### src/hdl/mppb_pkg.sv
package mppb_pkg;

   localparam int FRAME_WIDTH  = 160;
   localparam int FRAME_HEIGHT = 120;
   localparam int PALETTE_SIZE = 5;
   localparam int PIXEL_COUNT  = FRAME_WIDTH * FRAME_HEIGHT;
   localparam int POS_W        = $clog2(PIXEL_COUNT);
   localparam int PAL_REGS     = 5;

   localparam logic [21:0] PERIOD_RESET    = 22'd20000;
   localparam logic [7:0]  THRESHOLD_RESET = 8'd1;
   localparam logic [23:0] PAL0_RESET      = 24'h00E3DD;
   localparam logic [23:0] PAL1_RESET      = 24'h1537E8;
   localparam logic [23:0] PAL2_RESET      = 24'h5804B4;
   localparam logic [23:0] PAL3_RESET      = 24'hAA00AA;
   localparam logic [23:0] PAL4_RESET      = 24'hE6E6E6;

   localparam logic [2:0] REG_PERIOD    = 3'd0;
   localparam logic [2:0] REG_THRESHOLD = 3'd1;
   localparam logic [2:0] REG_PAL0      = 3'd2;
   localparam logic [2:0] REG_PAL1      = 3'd3;
   localparam logic [2:0] REG_PAL2      = 3'd4;
   localparam logic [2:0] REG_PAL3      = 3'd5;
   localparam logic [2:0] REG_PAL4      = 3'd6;

   localparam logic MODE_FRAME = 1'b0;
   localparam logic MODE_PIXEL = 1'b1;

   typedef enum logic [2:0] {
      ST_CLEAR,
      ST_IDLE,
      ST_DIVIDE,
      ST_MIX,
      ST_PIX_READ,
      ST_PIX_WRITE,
      ST_OUT
   } state_type;

   typedef struct packed {
      logic clear_step;
      logic capture;
      logic div_start;
      logic mix_step;
      logic frame_update;
      logic pix_write;
      logic out_load;
   } cmd_type;

   typedef struct packed {
      logic clear_done;
      logic div_done;
      logic mode;
   } status_type;

endpackage

### src/hdl/mppb_control.sv
module mppb_control (
   input  logic                 clock,
   input  logic                 reset,
   input  mppb_pkg::status_type status,
   output mppb_pkg::cmd_type    cmd,
   input  logic                 in_valid,
   output logic                 in_ready,
   output logic                 out_valid,
   input  logic                 out_ready
);

   mppb_pkg::state_type state_ff, state_in;
   logic                out_valid_ff, out_valid_in;
   logic [1:0]          mix_cnt_ff;
   // divide is started on the first DIVIDE cycle, tracked via a flag
   logic                div_started_ff;
   // frame result loads in OUT once blend is complete and the output register is free
   logic                load_frame;

   always_comb begin
      state_in = state_ff;
      unique case (state_ff)
         mppb_pkg::ST_CLEAR:     if (status.clear_done) state_in = mppb_pkg::ST_IDLE;
         mppb_pkg::ST_IDLE:
            if (in_valid && (!out_valid_ff || out_ready)) state_in = mppb_pkg::ST_DIVIDE;
         mppb_pkg::ST_DIVIDE:
            if (status.mode == mppb_pkg::MODE_PIXEL) state_in = mppb_pkg::ST_PIX_READ;
            else if (status.div_done && div_started_ff) state_in = mppb_pkg::ST_MIX;
         mppb_pkg::ST_MIX:       if (mix_cnt_ff == 2'd2) state_in = mppb_pkg::ST_OUT;
         mppb_pkg::ST_PIX_READ:  state_in = mppb_pkg::ST_PIX_WRITE;
         mppb_pkg::ST_PIX_WRITE: state_in = mppb_pkg::ST_OUT;
         mppb_pkg::ST_OUT:       if (!out_valid_ff || out_ready) state_in = mppb_pkg::ST_IDLE;
         default:                state_in = mppb_pkg::ST_IDLE;
      endcase
   end

   assign load_frame = (state_ff == mppb_pkg::ST_OUT) && (status.mode == mppb_pkg::MODE_FRAME);

   always_comb begin
      cmd          = '0;
      in_ready     = 1'b0;
      out_valid_in = out_valid_ff && !out_ready;
      unique case (state_ff)
         mppb_pkg::ST_CLEAR:  cmd.clear_step = !status.clear_done;
         mppb_pkg::ST_IDLE: begin
            in_ready    = !out_valid_ff || out_ready;
            cmd.capture = in_valid && (!out_valid_ff || out_ready);
         end
         mppb_pkg::ST_DIVIDE:
            cmd.div_start = (status.mode == mppb_pkg::MODE_FRAME) && !div_started_ff;
         mppb_pkg::ST_MIX:    cmd.mix_step = 1'b1;
         mppb_pkg::ST_PIX_READ: ;
         mppb_pkg::ST_PIX_WRITE: begin
            cmd.pix_write = 1'b1;
            cmd.out_load  = 1'b1;
         end
         mppb_pkg::ST_OUT: begin
            if (!out_valid_ff || out_ready) begin
               out_valid_in = 1'b1;
               cmd.out_load = load_frame;
               if (status.mode == mppb_pkg::MODE_FRAME) begin
                  cmd.frame_update = 1'b1;
               end
            end
         end
         default: ;
      endcase
   end

   always_ff @(posedge clock) begin
      if (reset) begin
         state_ff       <= mppb_pkg::ST_CLEAR;
         out_valid_ff   <= 1'b0;
         mix_cnt_ff     <= 2'd0;
         div_started_ff <= 1'b0;
      end else begin
         state_ff     <= state_in;
         out_valid_ff <= out_valid_in;
         if (state_ff == mppb_pkg::ST_MIX) mix_cnt_ff <= mix_cnt_ff + 2'd1;
         else mix_cnt_ff <= 2'd0;
         if (cmd.div_start) div_started_ff <= 1'b1;
         else if (state_ff != mppb_pkg::ST_DIVIDE) div_started_ff <= 1'b0;
      end
   end

   assign out_valid = out_valid_ff;

   a_ready_idle: assert property (@(posedge clock) disable iff (reset)
      in_ready |-> state_ff == mppb_pkg::ST_IDLE)
      else $error("ready outside idle");
   a_hold: assert property (@(posedge clock) disable iff (reset)
      out_valid && !out_ready |=> out_valid)
      else $error("result dropped");
   a_one_update: assert property (@(posedge clock) disable iff (reset)
      cmd.frame_update |=> state_ff == mppb_pkg::ST_IDLE)
      else $error("frame update not followed by idle");

endmodule

### config.mk
export PLATFORM = sky130hd
export DESIGN_NAME = mppb_control
export DESIGN_NICKNAME = d
export VERILOG_FILES = /design/src/hdl/mppb_pkg.sv /design/src/hdl/mppb_control.sv
export SDC_FILE = /design/constraint.sdc
export NUM_CORES = 1
export LEC_CHECK = 0
export BUFFER_PORTS_ARGS = -buffer_cell sky130_fd_sc_hd__buf_2
export CORE_UTILIZATION = 30
export DETAILED_ROUTE_END_ITERATION = 8
export PLACE_DENSITY_LB_ADDON = 0.08
export SYNTH_ARGS = -nofsm -noshare
export SYNTH_HDL_FRONTEND = slang
export SYNTH_SLANG_ARGS = --single-unit
### constraint.sdc
create_clock -name clock -period 2.7 [get_ports clock]
set_input_delay 0.54 -clock clock [delete_from_list [all_inputs] [get_ports clock]]
set_output_delay 0.54 -clock clock [all_outputs]
set_load 0.03 [all_outputs]
==> impl_metrics.ini, run 1 <==
[run_status]
outcome = complete, no violations

[placement]
place_ws_ns = 0.864
place_area_um2 = 529
dpl.hpwl_um = 718
routabilityCongestion = 0.744
numPortBuffers = 15

[route]
vias = 426
route.antenna.remaining_nets = 0
dr.first_iter.drc_count = 0
drc = 0
viasPerCell = 5.26
drt_pass1_iterations = 1
drt_wl_total_um = 943
wl_per_cell_um = 11.6

[global_routing]
antenna_found_initial = 0
grt_pass1_wl_mm = 1.60
grt_usage = 0.153
use_met1 = 0.163
overflow = 0
grt_max_degree = 14
first_global_vias = 381
use_met2 = 0.246
met3_usage = 0.0638
grt_busiest_layer = met2

[sta]
setup_ws_ns = 0.588
fmax_mhz = 474
rsz0062_at_grt = no
drv_slew = 0
tns_ns = 0
fin_skew_ns = 0.00356
period_needed_ns = 2.11
hold_ws_ns = 0.417
slew_headroom = 0.736
period_share = 0.782
tightest_slew_ns = 0.396
setup_violations = 0
finalHoldViolations = 0

[floorplanning]
die_w_um = 41.4
io_pins = 16
initial_core_util = 0.341
die_y_um = 41.4
design.core.area_mm2 = 0.00137
dieArea_mm2 = 0.00171
placementRows = 13

[finish]
area_delta_synth_final_pct = 19.4
diodes = 0
nets = 75
drive_gt1_frac = 0.364
final_core_util = 0.407
design_area_um2 = 556

[yosys]
synth-edff-count = 0
post_synth_num_cell_types = 33
synth_common_cells = dfxtp_1, inv_1, nor3_1
synth_fp_nets = 58
synth_ff_type = dfxtp_1
synthArstFlopShare = 0
synth_area_leaders = dfxtp_1, buf_6, o32ai_2
syn_inst = 50
avgSynthCellArea_um2 = 9.31
ys_warn_count = 0
syn-cell-area_um2 = 465
synthDominantCellAreaShare = 0.301
synth_most_common_cell = dfxtp_1
synth-seq-cells = 7
ys_seq_area_frac = 0.301
yosysTopAreaCell = dfxtp_1

[pwr]
switching_power_uw = 165
leakage_uw = 0.000244
vdd_drop_max_uv = 407
pwr-share-comb = 0.414
p_seq_frac = 0.366
clkPwrFrac = 0.220
intPower_uw = 255
swShare = 0.393
powerDensity_mw_per_mm2 = 755

[clock_tree]
cts_hold_buf = 0
clock_latency_ns = 0.25
htree_num_levels = 1
cts_resized = 0
clk_pin_slew_ns = 0.05
clkSinkCount = 7
cts_tree = done
cts-root-buf = clkbuf_4
cts-buffers-inserted = 3
clockBufferDepth = 2
postCtsSetupRepairBufs = 0

[critical_path]
crit_arrival_ns = 1.57
cp-end-kind = primary output
cp_max_fo = 13
required_ns = 2.16
start_kind = flop
critPathKind = flop to primary output

[job]
cap_violations = 0

[min_path]
hp-class = flop to flop
final timing paths:
path	from	to	slack, ns	depth (start not counted)
hold reg to reg	mix_cnt_ff[0]$_SDFF_PP0_	mix_cnt_ff[0]$_SDFF_PP0_	0.42	1
setup reg to reg	state_ff[2]$_SDFFE_PP0P_	state_ff[0]$_SDFFE_PP0P_	1.32	3
setup / recovery	state_ff[2]$_SDFFE_PP0P_	cmd[5]	0.59	4
hold / removal	mix_cnt_ff[0]$_SDFF_PP0_	mix_cnt_ff[0]$_SDFF_PP0_	0.42	1
flip-flops by register name, summed over array words and instances (netlist names):
signal	cells
state_ff	3
mix_cnt_ff	2
div_started_ff	1
out_valid	1
logic make-up (layout without fill, tap and decap cells):
kind of cell | after synthesis | count (layout) | synth area share
AOI/OAI and AO/OA | 13 | 13 | 0.237
adders and majority gates | 1 | 1 | 0.0269
buffers and inverters | 7 | 23 | 0.0968
DFF | 7 | 7 | 0.301
muxes | 1 | 1 | 0.0215
and+or+nand+nor | 21 | 21 | 0.317
cell usage in the layout, fill, tap and decap left out, types with 2 or more instances in the layout:
cell type | Yosys | routed
a21oi_1 | 2 | 2
buf_2 | 0 | 15
clkbuf_4 | 0 | 3
dfxtp_1 | 7 | 7
inv_1 | 3 | 3
nand2_1 | 2 | 2
nand2b_1 | 2 | 2
nor3_1 | 3 | 3
nor4_1 | 2 | 2
o211ai_1 | 2 | 2
o21bai_1 | 2 | 2
cell type report:
| class | count | area, um^2 |
|---|---|---|
| fill | 162 | 811 |
| tap | 15 | 18.8 |
| sequential | 7 | 140 |
| inverter | 4 | 15.0 |
| clock buffer | 4 | 26.3 |
| timing repair buffer | 15 | 75.1 |
| multi-input combinational | 36 | 280 |
worst max-delay path, stage by stage, from the launching register on:
cell and delay [ns]:
dfxtp_1 0.56, and2b_4 0.27, and3_1 0.19, and2_1 0.15, buf_2 0.17
metal layers:
layer  up-vias  routed length [um]  part of all wire
met5         -                   0                 0
met3         0                  52             0.055
met1       198                 462              0.49
met4         0                   0                 0
li1        217                   -                 -
met2        11                 428              0.45
power groups by stage:
| stage | combinational (uW) | clock [uW] | sequential, uW |
|---|---|---|---|
| floorplan | 179 | 0 | 126 |
| global placement | 177 | 0 | 158 |
| detailed placement | 174 | 0 | 156 |
| CTS | 175 | 98.6 | 153 |
| global route | 189 | 107 | 156 |
| finish | 174 | 92.4 | 154 |
per-stage QoR:
step / power, uW / instances
after floorplan: 305 / 50
after global placement: 335 / 77
after detailed placement: 330 / 77
after CTS: 427 / 81
after global routing: 452 / 81
final: 420 / 81
(Power assumes the default switching activity.)
==> run 2, diff against run 1 <==
clock period = 2.2 ns   (was 2.7 ns; I/O delays follow)
==> run 2 against run 1 <==
Final cell count is the same. Count of clock-buffer cells in the layout is the same. Design area is the same. Register-to-register slack lost 0.45 ns. Global-route usage shrank 0.66 points. Critical path type unchanged.
==> impl_metrics.ini, run 2 (synthesis gave the netlist of run 1 again) <==
[route]
vias = 416
drt_wl_total_um = 956
dr.first_iter.drc_count = 8
drc = 0
drt_pass1_iterations = 4
route.antenna.remaining_nets = 0
viasPerCell = 5.14
wl_per_cell_um = 11.8

[sta]
period_share = 0.900
setup_violations = 0
fmax_mhz = 505
tns_ns = 0
fin_skew_ns = 0.00314
setup_ws_ns = 0.219
finalHoldViolations = 0
drv_slew = 0
period_needed_ns = 1.98
slew_headroom = 0.752
rsz0062_at_grt = no
tightest_slew_ns = 0.372

[finish]
fillers = 160
diodes = 0
reg.largest.list = state_ff: 3 flops, mix_cnt_ff: 2 flops
final_core_util = 0.407
final_common_cell = buf_2
nets = 75
area_delta_synth_final_pct = 19.4
multi_input_area_um2 = 280
largest_reg_flops = 3
regMostFlops = state_ff
most-common-layout-cells = buf_2, dfxtp_1, nor3_1, inv_1, clkbuf_4
drive_gt1_frac = 0.364
seqCellArea_um2 = 140

[pwr]
switching_power_uw = 205
leakage_uw = 0.000244
total_power_uw = 517
clkPwrFrac = 0.224
vdd_drop_max_uv = 387
pwr-share-comb = 0.414
p_seq_frac = 0.362
swShare = 0.395
intPower_uw = 313
powerDensity_mw_per_mm2 = 931

[clock_tree]
clk_pin_slew_ns = 0.05
cts_hold_buf = 0
cts-root-buf = clkbuf_4
clock_latency_ns = 0.25
clockBufferDepth = 2
cts_resized = 0
cts-buffers-inserted = 3
htree_num_levels = 1
clkSinkCount = 7
postCtsSetupRepairBufs = 0
cts_tree = done

[global_routing]
antenna_found_initial = 0
grt_usage = 0.146
grt_max_degree = 14
first_global_vias = 345
grt_pass1_wl_mm = 1.53
overflow = 0

[floorplanning]
dieArea_mm2 = 0.00171
die_w_um = 41.4
design.core.area_mm2 = 0.00137
die_y_um = 41.4
initial_core_util = 0.341
io_pins = 16
placementRows = 13

[critical_path]
crit_end = cmd[5]
cp-end-kind = primary output
critPathKind = flop to primary output
required_ns = 1.76
cp-startpoint = state_ff[2]$_SDFFE_PP0P_
r2r_cells = 3
crit_arrival_ns = 1.54
start_kind = flop
r2r_start = state_ff[2]$_SDFFE_PP0P_
rrSetupSlack_ns = 0.87
reg2reg_to = state_ff[0]$_SDFFE_PP0P_
cp_max_fo = 13

[min_path]
hp-class = flop to flop

[placement]
numPortBuffers = 15
place_ws_ns = 0.488
routabilityCongestion = 0.719

[job]
cap_violations = 0

[run_status]
outcome = complete, no violations
## run 2: how the worst min path moves through the flow
| stage | startpoint | end | slack, ns | cells past startpoint |
|---|---|---|---|---|
| detailed placement | mix_cnt_ff[0]$_SDFF_PP0_ | mix_cnt_ff[0]$_SDFF_PP0_ | 0.41 | 1 |
| global route | mix_cnt_ff[0]$_SDFF_PP0_ | mix_cnt_ff[0]$_SDFF_PP0_ | 0.43 | 1 |
| finish | mix_cnt_ff[0]$_SDFF_PP0_ | mix_cnt_ff[0]$_SDFF_PP0_ | 0.42 | 1 |
| global placement | mix_cnt_ff[0]$_SDFF_PP0_ | mix_cnt_ff[0]$_SDFF_PP0_ | 0.42 | 1 |
| CTS | mix_cnt_ff[0]$_SDFF_PP0_ | mix_cnt_ff[0]$_SDFF_PP0_ | 0.42 | 1 |
| floorplan | mix_cnt_ff[0]$_SDFF_PP0_ | mix_cnt_ff[0]$_SDFF_PP0_ | 0.40 | 1 |
## run 2: critical path: stages, from the launching register on
cell     delay (ns)
dfxtp_1        0.53
and2b_4        0.26
and3_1         0.18
and2_1         0.15
buf_2          0.17
## run 2: cell type report
class / instances / share of cell area
clock buffers: 4 / 0.0473
inverters: 4 / 0.0270
multi-input cells: 36 / 0.505
flip-flops and latches: 7 / 0.252
well taps: 15 / 0.0338
repair buffers: 15 / 0.135
## run 2: power groups by stage
stage	Sequential (uW)	Clock, uW	Combinational [uW]
after floorplan	155	0	220
after global placement	191	0	215
after detailed placement	189	0	212
after CTS	185	126	214
after global routing	192	132	231
final	187	116	214
## run 2: layer usage
metal  global-route usage  routed length (um)  part of all wire
met5                    0                   0                 0
met2                0.215                 406              0.42
met4               0.0242                   0                 0
met3               0.0957                  68             0.071
met1                0.179                 480              0.50
## run 2: per-stage QoR
step	cells	hold WS (ns)	cell area, um^2
CTS	81	0.420	556
global placement	77	0.416	529
detailed placement	77	0.412	529
finish	81	0.415	556
floorplan	50	0.398	465
global route	81	0.434	556
==> run 3, diff against run 2 <==
CORE_AREA = 2 2 39 41   (was not set)
CORE_UTILIZATION = not set   (was 30)
DIE_AREA = 0 0 41 43   (was not set)
==> run 3 against run 2 <==
Sequential share of layout area decreased by 0.057 points. Clock power about the same. Routed wire length is 4.8% higher. Critical path depth did not move. Critical path type unchanged. Setup slack worse by 0.0049 ns. Register-to-register slack got worse by 0.04 ns.
==> impl_metrics.ini, run 3 (synthesis gave the netlist of run 1 again) <==
[run_status]
outcome = complete, no violations

[clock_tree]
clock_latency_ns = 0.25
clockBufferDepth = 2
clkSinkCount = 7
clk_pin_slew_ns = 0.05
cts_resized = 0
cts-buffers-inserted = 3
postCtsSetupRepairBufs = 0
htree_num_levels = 1
cts_hold_buf = 0
cts_tree = done
cts-root-buf = clkbuf_4

[finish]
final_cells = 82
area_delta_synth_final_pct = 19.6
diodes = 0
regMostFlops = state_ff
nets = 75
final_common_cell = buf_2
final_core_util = 0.402
fillers = 153
most-common-layout-cells = buf_2, dfxtp_1, nor3_1, inv_1, clkbuf_4
reg.largest.list = state_ff: 3 flops, mix_cnt_ff: 2 flops
largest_reg_flops = 3
drive_gt1_frac = 0.364

[sta]
tightest_slew_ns = 0.368
drv_slew = 0
period_needed_ns = 1.99
fmax_mhz = 504
setup_violations = 0
finalHoldViolations = 0
fin_skew_ns = 0.00110
period_share = 0.903
rsz0062_at_grt = no
slew_headroom = 0.754
tns_ns = 0

[job]
cap_violations = 0

[placement]
routabilityCongestion = 0.728
dpl.hpwl_um = 790
numPortBuffers = 15
place_inst = 78

[critical_path]
required_ns = 1.76
r2r_start = state_ff[2]$_SDFFE_PP0P_
slowest_delay_ns = 0.54
critPathKind = flop to primary output
rrSetupSlack_ns = 0.83
reg2reg_to = state_ff[0]$_SDFFE_PP0P_
cp_top_family = simple AND/OR/NAND/NOR gates
start_kind = flop
path_cells = and2b_4 -> and3_1 -> and2_1 -> buf_2
critPathSlowestCell = dfxtp_1
r2r_cells = 3
cp_max_fo = 13
cp-end-kind = primary output
crit_arrival_ns = 1.55
crit_buf_inv = 1

[route]
vias = 417
dr.first_iter.drc_count = 8
route.antenna.remaining_nets = 0
viasPerCell = 5.09
wl_per_cell_um = 12.2
drt_pass1_iterations = 3
drc = 0
drt_wl_total_mm = 1.00

[pwr]
swShare = 0.396
pwr-share-comb = 0.415
switching_power_uw = 205
intPower_uw = 313
powerDensity_mw_per_mm2 = 930
vdd_drop_max_uv = 338
leakage_uw = 0.000244
clkPwrFrac = 0.224
p_seq_frac = 0.361

[floorplanning]
initial_core_util = 0.336
io_pins = 16
die_w_um = 41
design.core.area_mm2 = 0.00138
dieArea_mm2 = 0.00176
placementRows = 14
die_y_um = 43

[min_path]
holdPathStages = 1
hp-class = flop to flop
holdPathEnd = mix_cnt_ff[0]$_SDFF_PP0_
min_from = mix_cnt_ff[0]$_SDFF_PP0_

[global_routing]
grt_pass1_wl_mm = 1.72
first_global_vias = 411
antenna_found_initial = 0
grt_max_degree = 14
overflow = 0
grt_usage = 0.140
==> run 3: cell counts in the layout (fill, tap and decap cells not counted) <==
Identical to the previous run, type by type.
==> run 3: metrics by stage <==
step / hold slack (ns) / instance area, um^2 / setup WS, ns / total power, uW
after detailed placement: 0.421 / 531 / 0.485 / 405
after CTS: 0.429 / 557 / 0.205 / 525
after global placement: 0.412 / 531 / 0.495 / 409
after floorplan: 0.398 / 465 / 0.0893 / 375
after global routing: 0.467 / 557 / 0.132 / 551
final: 0.425 / 557 / 0.214 / 518
==> run 3: area by class of cell <==
cell class	count	area (um^2)	area share
Timing Repair Buffer	15	75.1	0.135
Inverter	4	15.0	0.0270
Sequential cell	7	140	0.252
Tap cell	16	20.0	0.0360
Multi-Input combinational cell	36	280	0.503
Clock buffer	4	26.3	0.0472
==> run 3: power groups by stage <==
stage,Combinational [uW],Sequential [uW],Clock (uW)
after global placement,216,192,0
after floorplan,220,155,0
final,215,187,116
after global routing,232,192,128
after CTS,217,185,123
after detailed placement,215,189,0
==> run 3: how the worst max path moves through the flow <==
stage	start	endpoint	slack [ns]	cells past startpoint
after global placement	state_ff[2]$_SDFFE_PP0P_	cmd[5]	0.49	4
after detailed placement	state_ff[2]$_SDFFE_PP0P_	cmd[5]	0.49	4
after global routing	state_ff[2]$_SDFFE_PP0P_	cmd[5]	0.13	4
final	state_ff[2]$_SDFFE_PP0P_	cmd[5]	0.21	4
after CTS	state_ff[2]$_SDFFE_PP0P_	cmd[5]	0.20	4
after floorplan	state_ff[0]$_SDFFE_PP0P_	cmd[0]	0.09	4
==> run 3: layer usage <==
metal / global-route usage / share of wire
met3: 0.0471 / 0.083
met5: 0 / 0
met2: 0.206 / 0.43
met4: 0.0400 / 0.0060
met1: 0.186 / 0.48
